--- config.mk ---
export PLATFORM = sky130hd
export DESIGN_NAME = pending_tag_match_table_flat
export DESIGN_NICKNAME = d
export VERILOG_FILES = /design/src/rtl/ptm_pkg.sv /design/src/rtl/ptm_if.sv /design/src/rtl/ptm_ram.sv /design/src/rtl/pending_tag_match_table.sv /design/src/flat_wrapper.sv
export SDC_FILE = /design/constraint.sdc
export NUM_CORES = 2
export LEC_CHECK = 0
export ABC_AREA = 1
export BUFFER_PORTS_ARGS = -buffer_cell sky130_fd_sc_hd__buf_2
export CELL_PAD_IN_SITES_DETAIL_PLACEMENT = 1
export CELL_PAD_IN_SITES_GLOBAL_PLACEMENT = 1
export CORE_MARGIN = 2
export CORE_UTILIZATION = 35
export DETAILED_ROUTE_END_ITERATION = 10
export PLACE_DENSITY = 0.55
export SLEW_MARGIN = 40
export SYNTH_ARGS = -nofsm -noshare
export SYNTH_HDL_FRONTEND = slang
export SYNTH_HIERARCHICAL = 1
export SYNTH_SLANG_ARGS = --single-unit
--- constraint.sdc ---
create_clock -name clk -period 7.15 [get_ports clk]
set_clock_uncertainty 0.1 [all_clocks]
set_input_delay 0.3575 -clock clk [delete_from_list [all_inputs] [get_ports clk]]
set_output_delay 0.3575 -clock clk [all_outputs]
set_load 0.02 [all_outputs]
--- src/rtl/ptm_pkg.sv ---
// ----------------------------------------------------------------------------
// ptm_pkg
// Field widths, codes and table entry layouts of the pending tag match table.
// ----------------------------------------------------------------------------
package ptm_pkg;

	localparam int TYPE_W     = 2;
	localparam int SEQ_W      = 32;
	localparam int DATA_W     = 48;
	localparam int PLAYER_W   = 8;
	localparam int REASON_W   = 8;
	localparam int MS_W       = 16;
	localparam int PNOW_W     = 5;
	localparam int ANOW_W     = 4;
	localparam int EXP_W      = 4;
	localparam int CFG_IDX_W  = 2;
	localparam int CFG_DATA_W = 16;

	localparam logic [PLAYER_W-1:0] LOCAL_PLAYER_RST = 8'd0;
	localparam logic [MS_W-1:0]     ALERT_LIFE_RST   = 16'd1500;

	typedef enum logic [TYPE_W-1:0] {
		REQ_EXPECT = 2'd0,
		REQ_RESULT = 2'd1,
		REQ_TICK   = 2'd2
	} req_type_t;

	typedef enum logic [CFG_IDX_W-1:0] {
		REG_LOCAL_PLAYER = 2'd0,
		REG_ALERT_LIFE   = 2'd1
	} cfg_reg_t;

	typedef struct packed {
		logic              kind;
		logic [DATA_W-1:0] data;
	} anchor_t;

	typedef struct packed {
		logic [SEQ_W-1:0] tag;
		anchor_t          anchor;
	} pend_entry_t;

	typedef struct packed {
		anchor_t             anchor;
		logic [REASON_W-1:0] code;
		logic [MS_W-1:0]     life;
	} alert_entry_t;

endpackage

--- src/rtl/ptm_if.sv ---
// ----------------------------------------------------------------------------
// ptm_if
// Request, response and configuration channels of the pending tag match table.
// ----------------------------------------------------------------------------
interface ptm_req_if;
	logic                          valid;
	logic                          ready;
	logic [ptm_pkg::TYPE_W-1:0]    req_type;
	logic [ptm_pkg::SEQ_W-1:0]     seq;
	logic                          anchor_kind;
	logic [ptm_pkg::DATA_W-1:0]    anchor_data;
	logic [ptm_pkg::PLAYER_W-1:0]  origin_player;
	logic [ptm_pkg::REASON_W-1:0]  result_reason;
	logic [ptm_pkg::MS_W-1:0]      elapsed_ms;

	modport source (
		output valid, req_type, seq, anchor_kind, anchor_data, origin_player,
		       result_reason, elapsed_ms,
		input  ready
	);
	modport sink (
		input  valid, req_type, seq, anchor_kind, anchor_data, origin_player,
		       result_reason, elapsed_ms,
		output ready
	);
endinterface

interface ptm_rsp_if;
	logic                          valid;
	logic                          ready;
	logic                          matched;
	logic                          raised;
	logic                          matched_kind;
	logic [ptm_pkg::DATA_W-1:0]    matched_data;
	logic [ptm_pkg::REASON_W-1:0]  raised_reason;
	logic                          dropped_oldest;
	logic [ptm_pkg::EXP_W-1:0]     expired_count;
	logic [ptm_pkg::PNOW_W-1:0]    pending_now;
	logic [ptm_pkg::ANOW_W-1:0]    alerts_now;

	modport source (
		output valid, matched, raised, matched_kind, matched_data, raised_reason,
		       dropped_oldest, expired_count, pending_now, alerts_now,
		input  ready
	);
	modport sink (
		input  valid, matched, raised, matched_kind, matched_data, raised_reason,
		       dropped_oldest, expired_count, pending_now, alerts_now,
		output ready
	);
endinterface

interface ptm_cfg_if;
	logic                            valid;
	logic                            ready;
	logic [ptm_pkg::CFG_IDX_W-1:0]   index;
	logic [ptm_pkg::CFG_DATA_W-1:0]  data;

	modport source (output valid, index, data, input ready);
	modport sink (input valid, index, data, output ready);
endinterface

--- src/rtl/ptm_ram.sv ---
// ----------------------------------------------------------------------------
// ptm_ram
// Simple dual-port table memory: one write port, one read port, registered
// read data.
// ----------------------------------------------------------------------------
module ptm_ram #(
	parameter int WIDTH = 8,
	parameter int DEPTH = 16,
	localparam int AW = (DEPTH > 1) ? $clog2(DEPTH) : 1
) (
	input  logic             clk,
	input  logic             we,
	input  logic [AW-1:0]    waddr,
	input  logic [WIDTH-1:0] wdata,
	input  logic [AW-1:0]    raddr,
	output logic [WIDTH-1:0] rdata
);

	logic [WIDTH-1:0] mem [DEPTH];
	logic [WIDTH-1:0] rdata_q;

	always_ff @(posedge clk) begin
		if (we) begin
			mem[waddr] <= wdata;
		end
	end

	always_ff @(posedge clk) begin
		rdata_q <= mem[raddr];
	end

	assign rdata = rdata_q;

endmodule

--- src/rtl/pending_tag_match_table.sv ---
// ----------------------------------------------------------------------------
// pending_tag_match_table
// Ordered table of outstanding request tags with a second table of timed
// alerts, both held in synchronous memories and compacted by a shift engine.
// An expect appends its tag, shifting the oldest entry out when the table is
// full. A result searches for its tag and shifts the entries behind a hit
// forward; a nonzero reason then raises an alert, evicting the oldest alert
// when that table is full. A tick ages the alerts and drops expired ones.
// One item at a time; the rate is set by the one-entry-per-cycle sweep.
// Reset clears both counts and the control registers; no memory clearing pass.
// ----------------------------------------------------------------------------
module pending_tag_match_table #(
	parameter int PENDING_DEPTH = 16,
	parameter int ALERT_DEPTH   = 8
) (
	input  logic       clk,
	input  logic       arst_n,
	ptm_req_if.sink    req,
	ptm_rsp_if.source  rsp,
	ptm_cfg_if.sink    cfg
);

	localparam int PIW = (PENDING_DEPTH > 1) ? $clog2(PENDING_DEPTH) : 1;
	localparam int PCW = $clog2(PENDING_DEPTH + 1);
	localparam int AIW = (ALERT_DEPTH > 1) ? $clog2(ALERT_DEPTH) : 1;
	localparam int ACW = $clog2(ALERT_DEPTH + 1);
	localparam int PEW = $bits(ptm_pkg::pend_entry_t);
	localparam int AEW = $bits(ptm_pkg::alert_entry_t);

	typedef enum logic [6:0] {
		S_IDLE      = 7'b0000001,
		S_EXP       = 7'b0000010,
		S_P_SEARCH  = 7'b0000100,
		S_P_SHIFT   = 7'b0001000,
		S_A_INS     = 7'b0010000,
		S_A_COMPACT = 7'b0100000,
		S_DONE      = 7'b1000000
	} state_t;

	state_t state_q;

	logic [ptm_pkg::PLAYER_W-1:0] local_player_q;
	logic [ptm_pkg::MS_W-1:0]     alert_life_q;

	logic [ptm_pkg::TYPE_W-1:0]   type_q;
	logic [ptm_pkg::SEQ_W-1:0]    seq_q;
	ptm_pkg::anchor_t             new_anchor_q;
	logic [ptm_pkg::REASON_W-1:0] reason_q;
	logic [ptm_pkg::MS_W-1:0]     elapsed_q;
	ptm_pkg::anchor_t             hit_anchor_q;

	logic [PCW-1:0] pcnt_q;
	logic [ACW-1:0] acnt_q;
	logic [PCW-1:0] p_src_q;
	logic [PCW-1:0] p_dst_q;
	logic           p_pv_s1;
	logic [ACW-1:0] a_src_q;
	logic [ACW-1:0] a_dst_q;
	logic           a_pv_s1;
	logic           evict_q;

	logic           matched_q;
	logic           raised_q;
	logic           dropped_q;
	logic [ACW-1:0] expired_q;

	logic                         rsp_valid_q;
	logic                         rsp_matched_q;
	logic                         rsp_raised_q;
	ptm_pkg::anchor_t             rsp_anchor_q;
	logic [ptm_pkg::REASON_W-1:0] rsp_reason_q;
	logic                         rsp_dropped_q;
	logic [ptm_pkg::EXP_W-1:0]    rsp_expired_q;
	logic [ptm_pkg::PNOW_W-1:0]   rsp_pending_q;
	logic [ptm_pkg::ANOW_W-1:0]   rsp_alerts_q;

	// memory ports
	logic                  p_we;
	logic [PIW-1:0]        p_waddr;
	ptm_pkg::pend_entry_t  p_wdata;
	logic [PEW-1:0]        p_rdata;
	ptm_pkg::pend_entry_t  p_rd;
	logic                  a_we;
	logic [AIW-1:0]        a_waddr;
	ptm_pkg::alert_entry_t a_wdata;
	logic [AEW-1:0]        a_rdata;
	ptm_pkg::alert_entry_t a_rd;

	logic p_issue;
	logic p_hit;
	logic p_full;
	logic a_issue;
	logic a_keep;
	logic a_full;
	logic req_fire;

	ptm_ram #(.WIDTH(PEW), .DEPTH(PENDING_DEPTH)) u_pend_ram (
		.clk   (clk),
		.we    (p_we),
		.waddr (p_waddr),
		.wdata (p_wdata),
		.raddr (p_src_q[PIW-1:0]),
		.rdata (p_rdata)
	);

	ptm_ram #(.WIDTH(AEW), .DEPTH(ALERT_DEPTH)) u_alert_ram (
		.clk   (clk),
		.we    (a_we),
		.waddr (a_waddr),
		.wdata (a_wdata),
		.raddr (a_src_q[AIW-1:0]),
		.rdata (a_rdata)
	);

	assign p_rd     = p_rdata;
	assign a_rd     = a_rdata;
	assign p_issue  = (p_src_q < pcnt_q);
	assign a_issue  = (a_src_q < acnt_q);
	assign p_full   = (pcnt_q >= PCW'(PENDING_DEPTH));
	assign a_full   = (acnt_q >= ACW'(ALERT_DEPTH));
	assign p_hit    = p_pv_s1 && (p_rd.tag == seq_q);
	// eviction keeps every entry; a tick keeps what outlives the elapsed time
	assign a_keep   = evict_q || (a_rd.life > elapsed_q);
	assign req_fire = req.valid && req.ready;

	assign req.ready = (state_q == S_IDLE);
	assign cfg.ready = 1'b1;

	// write port steering
	always_comb begin
		p_we    = 1'b0;
		p_waddr = p_dst_q[PIW-1:0];
		p_wdata = p_rd;
		a_we    = 1'b0;
		a_waddr = a_dst_q[AIW-1:0];
		a_wdata = a_rd;
		if (!evict_q) begin
			a_wdata.life = a_rd.life - elapsed_q;
		end
		case (state_q)
			S_EXP: begin
				if (!p_full) begin
					p_we          = 1'b1;
					p_waddr       = pcnt_q[PIW-1:0];
					p_wdata.tag    = seq_q;
					p_wdata.anchor = new_anchor_q;
				end
			end
			S_P_SHIFT: begin
				if (p_pv_s1) begin
					p_we = 1'b1;
				end else if (!p_issue && (type_q == ptm_pkg::REQ_EXPECT)) begin
					// append after the oldest entry has been shifted out
					p_we           = 1'b1;
					p_wdata.tag    = seq_q;
					p_wdata.anchor = new_anchor_q;
				end
			end
			S_A_INS: begin
				if (!a_full) begin
					a_we           = 1'b1;
					a_waddr        = acnt_q[AIW-1:0];
					a_wdata.anchor = hit_anchor_q;
					a_wdata.code   = reason_q;
					a_wdata.life   = alert_life_q;
				end
			end
			S_A_COMPACT: begin
				if (a_pv_s1) begin
					a_we = a_keep;
				end else if (!a_issue && evict_q) begin
					a_we           = 1'b1;
					a_wdata.anchor = hit_anchor_q;
					a_wdata.code   = reason_q;
					a_wdata.life   = alert_life_q;
				end
			end
			default: begin
			end
		endcase
	end

	// control sequencer
	always_ff @(posedge clk or negedge arst_n) begin
		if (!arst_n) begin
			state_q        <= S_IDLE;
			local_player_q <= ptm_pkg::LOCAL_PLAYER_RST;
			alert_life_q   <= ptm_pkg::ALERT_LIFE_RST;
			pcnt_q         <= '0;
			acnt_q         <= '0;
			p_src_q        <= '0;
			p_dst_q        <= '0;
			p_pv_s1        <= 1'b0;
			a_src_q        <= '0;
			a_dst_q        <= '0;
			a_pv_s1        <= 1'b0;
			evict_q        <= 1'b0;
			matched_q      <= 1'b0;
			raised_q       <= 1'b0;
			dropped_q      <= 1'b0;
			expired_q      <= '0;
			hit_anchor_q   <= '0;
			rsp_valid_q    <= 1'b0;
		end else begin
			if (rsp.valid && rsp.ready) begin
				rsp_valid_q <= 1'b0;
			end
			if (cfg.valid && cfg.ready) begin
				case (cfg.index)
					ptm_pkg::REG_LOCAL_PLAYER: local_player_q <= cfg.data[ptm_pkg::PLAYER_W-1:0];
					ptm_pkg::REG_ALERT_LIFE:   alert_life_q   <= cfg.data[ptm_pkg::MS_W-1:0];
					default: begin
					end
				endcase
			end
			case (state_q)
				S_IDLE: begin
					if (req_fire) begin
						matched_q <= 1'b0;
						raised_q  <= 1'b0;
						dropped_q <= 1'b0;
						expired_q <= '0;
						p_src_q   <= '0;
						p_dst_q   <= '0;
						p_pv_s1   <= 1'b0;
						a_src_q   <= '0;
						a_dst_q   <= '0;
						a_pv_s1   <= 1'b0;
						evict_q   <= 1'b0;
						case (req.req_type)
							ptm_pkg::REQ_EXPECT: begin
								state_q <= (req.seq != '0) ? S_EXP : S_DONE;
							end
							ptm_pkg::REQ_RESULT: begin
								state_q <= (req.origin_player == local_player_q) ?
								           S_P_SEARCH : S_DONE;
							end
							ptm_pkg::REQ_TICK: begin
								state_q <= S_A_COMPACT;
							end
							default: begin
								state_q <= S_DONE;
							end
						endcase
					end
				end
				S_EXP: begin
					if (!p_full) begin
						pcnt_q  <= pcnt_q + PCW'(1);
						state_q <= S_DONE;
					end else begin
						dropped_q <= 1'b1;
						p_src_q   <= PCW'(1);
						p_dst_q   <= '0;
						state_q   <= S_P_SHIFT;
					end
				end
				S_P_SEARCH: begin
					p_pv_s1 <= p_issue;
					if (p_issue) begin
						p_src_q <= p_src_q + PCW'(1);
					end
					if (p_hit) begin
						// drop the read in flight and restart behind the hit
						matched_q    <= 1'b1;
						hit_anchor_q <= p_rd.anchor;
						p_src_q      <= p_dst_q + PCW'(1);
						p_pv_s1      <= 1'b0;
						state_q      <= S_P_SHIFT;
					end else if (p_pv_s1) begin
						p_dst_q <= p_dst_q + PCW'(1);
					end else if (!p_issue) begin
						state_q <= S_DONE;
					end
				end
				S_P_SHIFT: begin
					p_pv_s1 <= p_issue;
					if (p_issue) begin
						p_src_q <= p_src_q + PCW'(1);
					end
					if (p_pv_s1) begin
						p_dst_q <= p_dst_q + PCW'(1);
					end else if (!p_issue) begin
						if (type_q == ptm_pkg::REQ_EXPECT) begin
							state_q <= S_DONE;
						end else begin
							pcnt_q <= pcnt_q - PCW'(1);
							if (reason_q != '0) begin
								raised_q <= 1'b1;
								state_q  <= S_A_INS;
							end else begin
								state_q <= S_DONE;
							end
						end
					end
				end
				S_A_INS: begin
					if (!a_full) begin
						acnt_q  <= acnt_q + ACW'(1);
						state_q <= S_DONE;
					end else begin
						evict_q <= 1'b1;
						a_src_q <= ACW'(1);
						a_dst_q <= '0;
						a_pv_s1 <= 1'b0;
						state_q <= S_A_COMPACT;
					end
				end
				S_A_COMPACT: begin
					a_pv_s1 <= a_issue;
					if (a_issue) begin
						a_src_q <= a_src_q + ACW'(1);
					end
					if (a_pv_s1) begin
						if (a_keep) begin
							a_dst_q <= a_dst_q + ACW'(1);
						end else begin
							expired_q <= expired_q + ACW'(1);
						end
					end else if (!a_issue) begin
						if (!evict_q) begin
							acnt_q <= a_dst_q;
						end
						state_q <= S_DONE;
					end
				end
				S_DONE: begin
					if (!rsp_valid_q || rsp.ready) begin
						rsp_valid_q <= 1'b1;
						state_q     <= S_IDLE;
					end
				end
				default: begin
					state_q <= S_IDLE;
				end
			endcase
		end
	end

	// item capture and response payload
	always_ff @(posedge clk) begin
		if (req_fire) begin
			type_q            <= req.req_type;
			seq_q             <= req.seq;
			new_anchor_q.kind <= req.anchor_kind;
			new_anchor_q.data <= req.anchor_data;
			reason_q          <= req.result_reason;
			elapsed_q         <= req.elapsed_ms;
		end
		if ((state_q == S_DONE) && (!rsp_valid_q || rsp.ready)) begin
			rsp_matched_q <= matched_q;
			rsp_raised_q  <= raised_q;
			rsp_anchor_q  <= matched_q ? hit_anchor_q : '0;
			rsp_reason_q  <= raised_q ? reason_q : '0;
			rsp_dropped_q <= dropped_q;
			rsp_expired_q <= ptm_pkg::EXP_W'(expired_q);
			rsp_pending_q <= ptm_pkg::PNOW_W'(pcnt_q);
			rsp_alerts_q  <= ptm_pkg::ANOW_W'(acnt_q);
		end
	end

	assign rsp.valid          = rsp_valid_q;
	assign rsp.matched        = rsp_matched_q;
	assign rsp.raised         = rsp_raised_q;
	assign rsp.matched_kind   = rsp_anchor_q.kind;
	assign rsp.matched_data   = rsp_anchor_q.data;
	assign rsp.raised_reason  = rsp_reason_q;
	assign rsp.dropped_oldest = rsp_dropped_q;
	assign rsp.expired_count  = rsp_expired_q;
	assign rsp.pending_now    = rsp_pending_q;
	assign rsp.alerts_now     = rsp_alerts_q;

	a_pcnt_bound: assert property (@(posedge clk) disable iff (!arst_n)
		pcnt_q <= PCW'(PENDING_DEPTH))
		else $error("pending count beyond table depth");

	a_acnt_bound: assert property (@(posedge clk) disable iff (!arst_n)
		acnt_q <= ACW'(ALERT_DEPTH))
		else $error("alert count beyond table depth");

	a_shift_order: assert property (@(posedge clk) disable iff (!arst_n)
		(state_q == S_P_SHIFT) && p_pv_s1 |-> (p_dst_q < p_src_q))
		else $error("pending shift writes at or ahead of its read pointer");

	a_raise_needs_match: assert property (@(posedge clk) disable iff (!arst_n)
		rsp.valid && rsp.raised |-> rsp.matched)
		else $error("alert raised without a matched entry");

	a_tick_alone: assert property (@(posedge clk) disable iff (!arst_n)
		rsp.valid && (rsp.expired_count != '0) |-> !rsp.matched && !rsp.dropped_oldest)
		else $error("expiry reported together with a table update");

endmodule
--- src/flat_wrapper.sv ---
// flat-port wrapper written by rule: the top's interface ports become plain ports
module pending_tag_match_table_flat 
#(
	parameter int PENDING_DEPTH = 16,
	parameter int ALERT_DEPTH   = 8
)
  (clk, arst_n, req_valid, req_req_type, req_seq, req_anchor_kind, req_anchor_data, req_origin_player, req_result_reason, req_elapsed_ms, req_ready, rsp_valid, rsp_matched, rsp_raised, rsp_matched_kind, rsp_matched_data, rsp_raised_reason, rsp_dropped_oldest, rsp_expired_count, rsp_pending_now, rsp_alerts_now, rsp_ready, cfg_valid, cfg_index, cfg_data, cfg_ready);
  ptm_req_if req_i ();
  ptm_rsp_if rsp_i ();
  ptm_cfg_if cfg_i ();
  input  logic clk;
  input  logic arst_n;
  input wire logic [$bits(req_i.valid)-1:0] req_valid;
  input wire logic [$bits(req_i.req_type)-1:0] req_req_type;
  input wire logic [$bits(req_i.seq)-1:0] req_seq;
  input wire logic [$bits(req_i.anchor_kind)-1:0] req_anchor_kind;
  input wire logic [$bits(req_i.anchor_data)-1:0] req_anchor_data;
  input wire logic [$bits(req_i.origin_player)-1:0] req_origin_player;
  input wire logic [$bits(req_i.result_reason)-1:0] req_result_reason;
  input wire logic [$bits(req_i.elapsed_ms)-1:0] req_elapsed_ms;
  output wire logic [$bits(req_i.ready)-1:0] req_ready;
  output wire logic [$bits(rsp_i.valid)-1:0] rsp_valid;
  output wire logic [$bits(rsp_i.matched)-1:0] rsp_matched;
  output wire logic [$bits(rsp_i.raised)-1:0] rsp_raised;
  output wire logic [$bits(rsp_i.matched_kind)-1:0] rsp_matched_kind;
  output wire logic [$bits(rsp_i.matched_data)-1:0] rsp_matched_data;
  output wire logic [$bits(rsp_i.raised_reason)-1:0] rsp_raised_reason;
  output wire logic [$bits(rsp_i.dropped_oldest)-1:0] rsp_dropped_oldest;
  output wire logic [$bits(rsp_i.expired_count)-1:0] rsp_expired_count;
  output wire logic [$bits(rsp_i.pending_now)-1:0] rsp_pending_now;
  output wire logic [$bits(rsp_i.alerts_now)-1:0] rsp_alerts_now;
  input wire logic [$bits(rsp_i.ready)-1:0] rsp_ready;
  input wire logic [$bits(cfg_i.valid)-1:0] cfg_valid;
  input wire logic [$bits(cfg_i.index)-1:0] cfg_index;
  input wire logic [$bits(cfg_i.data)-1:0] cfg_data;
  output wire logic [$bits(cfg_i.ready)-1:0] cfg_ready;
  assign req_i.valid = req_valid;
  assign req_i.req_type = req_req_type;
  assign req_i.seq = req_seq;
  assign req_i.anchor_kind = req_anchor_kind;
  assign req_i.anchor_data = req_anchor_data;
  assign req_i.origin_player = req_origin_player;
  assign req_i.result_reason = req_result_reason;
  assign req_i.elapsed_ms = req_elapsed_ms;
  assign req_ready = req_i.ready;
  assign rsp_valid = rsp_i.valid;
  assign rsp_matched = rsp_i.matched;
  assign rsp_raised = rsp_i.raised;
  assign rsp_matched_kind = rsp_i.matched_kind;
  assign rsp_matched_data = rsp_i.matched_data;
  assign rsp_raised_reason = rsp_i.raised_reason;
  assign rsp_dropped_oldest = rsp_i.dropped_oldest;
  assign rsp_expired_count = rsp_i.expired_count;
  assign rsp_pending_now = rsp_i.pending_now;
  assign rsp_alerts_now = rsp_i.alerts_now;
  assign rsp_i.ready = rsp_ready;
  assign cfg_i.valid = cfg_valid;
  assign cfg_i.index = cfg_index;
  assign cfg_i.data = cfg_data;
  assign cfg_ready = cfg_i.ready;
  pending_tag_match_table #(.PENDING_DEPTH(PENDING_DEPTH), .ALERT_DEPTH(ALERT_DEPTH)) u_core (.clk(clk), .arst_n(arst_n), .req(req_i), .rsp(rsp_i), .cfg(cfg_i));
endmodule
==> flow_summary.yaml <==
cts:
  level_count_of_the_clock_h_tree: 4
  clkTransAtPathRegs_ps: 60
  postCtsSetupBuffers: 0
  insertion_delay_ps: 850
  cts_tree: "yes"
  clock-sinks: 1819
  postCtsResizedCells: 0
  cts-hold-fix-buffers: 131
  cts_inserted_buffers: 208
  clock-root-buffer: "clkbuf_16"
  clock_path_buffers: 3
pwr:
  power.static_leakage_nw: 39.1
  worst_ir_drop_vdd_mv: 0.225
  fin_total_pwr_mw: 30.7
  p_per_area_nw_per_um2: 336
die:
  die_x_um: 480
  placementRows: 174
  io_pins: 214
  core_region_area_um2: 225000
  effective_utilization_at_floorplan: 0.352
  die_area_um2: 231000
  floorplan.die.height_um: 480
place:
  count_of_port_buffers_added_during_placement: 212
  globalplace.congestion: 0.809
  place_hpwl_um: 133000
synthesis:
  syn-mean-instance-area_um2: 10.4
  mappedNetlistArea_um2: 79300
  yosys_warnings: 6
  syn_nets: 7822
  post_synth_inst_count: 7648
status:
  status: "completed"
grt:
  use_met2: 0.356
  grt_overflow_total: 0
  busiest_layer: "met2"
  grtUsageMet1: 0.281
  antenna_found_initial: 10
  grt_first_pass_wirelength_um: 361000
  global_route.usage.met3: 0.0262
  first_global_vias: 56300
  overall_global_routing_usage: 0.208
  grt_max_degree: 170
worst_setup_path:
  critical_path.startpoint: "u_core/p_src_q[3]"
  critical_path.endpoint_type: "flop"
  crit_path_max_fanout: 63
  path_class: "reg2reg"
  critical_path.reg2reg.startpoint: "u_core/p_src_q[3]"
  worstPathRequired_ps: 7510
  ff2ff_path_depth: 10
  cp_data_arrival_time_ps: 4720
  crit_path_start_kind: "flop"
  r2r-end: "u_core/u_pend_ram/mem[12][62]"
  reg2reg_slack_ps: 2790
timing:
  clock.fmax_ghz: 0.229
  final.min_clock_period_ps: 4360
  final_setup_violation_count: 0
  grt_setup_unrepaired: "no"
  slew_headroom: 0.381
  totalNegativeSetupSlack_ps: 0
  layout_worst_path_cycle_share: 0.610
  timing_max_transition_violations_final: 0
  hold_viol: 0
  worst-slew-pin-transition_ps: 929
  fin_worst_hold_slack_ps: 77.6
routing:
  post-route-drc-count: 0
  drt-pass1-iter-count: 5
  wl_per_cell_um: 21.6
  detail_route.wirelength_um: 240000
  number_of_vias_per_cell: 4.81
  detailroute.via_count: 53400
  antenna_violating_nets_post_route: 0
  drtIter0Drc: 2749
min_path:
  worst_hold_startpoint: "cfg_valid"
  hold_end: "u_core/local_player_q[6]"
  hold_path_class: "in2reg"
  hold_path_depth: 4
finish:
  final_nets: 8097
  drive_gt1_frac: 0.105
  layout_commonest_cell: "nand2_1"
  layout-area-overhead-vs-synth_pct: 15.1
  final_cell_mix: "2328 x nand2_1, 1604 x edfxtp_1, 1426 x inv_1, 1085 x nand3_1, 212 x clkbuf_16"
job:
  max_cap_viol_count: 0
==> area by class of cell <==
type	count	area, um2
antenna	4	10.0
clock buffer	318	6080
clock inverter	78	860
fill	24800	134000
inverter	1440	5470
multi-input combinational	4012	18500
sequential	1819	53100
tap	2992	3740
timing repair buffer	442	3570
==> how the worst max path moves through the flow <==
stage,cells past startpoint,slack [ps],end
3_5_place_dp,10,2740,u_core/u_pend_ram/mem[12][62]
3_3_place_gp,10,2550,u_core/u_pend_ram/mem[15][72]
2_1_floorplan,10,580,u_core/expired_q[1]
5_1_grt,10,2430,u_core/u_pend_ram/mem[12][71]
6_report,10,2790,u_core/u_pend_ram/mem[12][62]
4_1_cts,10,2720,u_core/u_pend_ram/mem[12][71]
==> routing by layer <==
| layer | share of wire | up-vias |
|---|---|---|
| li1 | - | 25200 |
| met1 | 0.46 | 27000 |
| met2 | 0.48 | 921 |
| met3 | 0.036 | 315 |
| met4 | 0.021 | 2 |
| met5 | 0.000054 | - |
==> power by group <==
group | switching (mW) | internal (mW)
Clock | 4.43 | 6.30
Sequential | 0.401 | 13.4
Combinational | 4.71 | 1.53
Total | 9.54 | 21.2
==> per-stage QoR <==
stage          area, um2  utilization  cells  setup slack [ps]
6_report           91400        0.406  11100              2790
3_3_place_gp       82700        0.367  10600              2550
5_1_grt            91400        0.406  11100              2430
4_1_cts            91200        0.405  11100              2720
3_5_place_dp       82900        0.368  10600              2740
2_1_floorplan      79300            -   7648               583
==> worst max-delay path, stage by stage (launching register included) <==
cell and delay [ps]:
dfrtp_4 690, ha_1 380, nand2_1 60, nor2_1 90, o21ai_0 100, nand3_1 230
inv_2 140, o211ai_1 400, nand3_1 390, nor2_4 730, buf_12 480
==> sequential cells by signal (all words and copies together), names as in the netlist, 32 cells and up <==
name / flops
u_core/u_pend_ram/mem: 1296
u_core/u_alert_ram/mem: 128
u_core/u_pend_ram/rdata: 81
u_core/hit_anchor_q: 49
u_core/new_anchor_q: 49
u_core/rsp.matched_data: 48
u_core/seq_q: 32
Note: power is estimated with default switching activity, not from simulation.
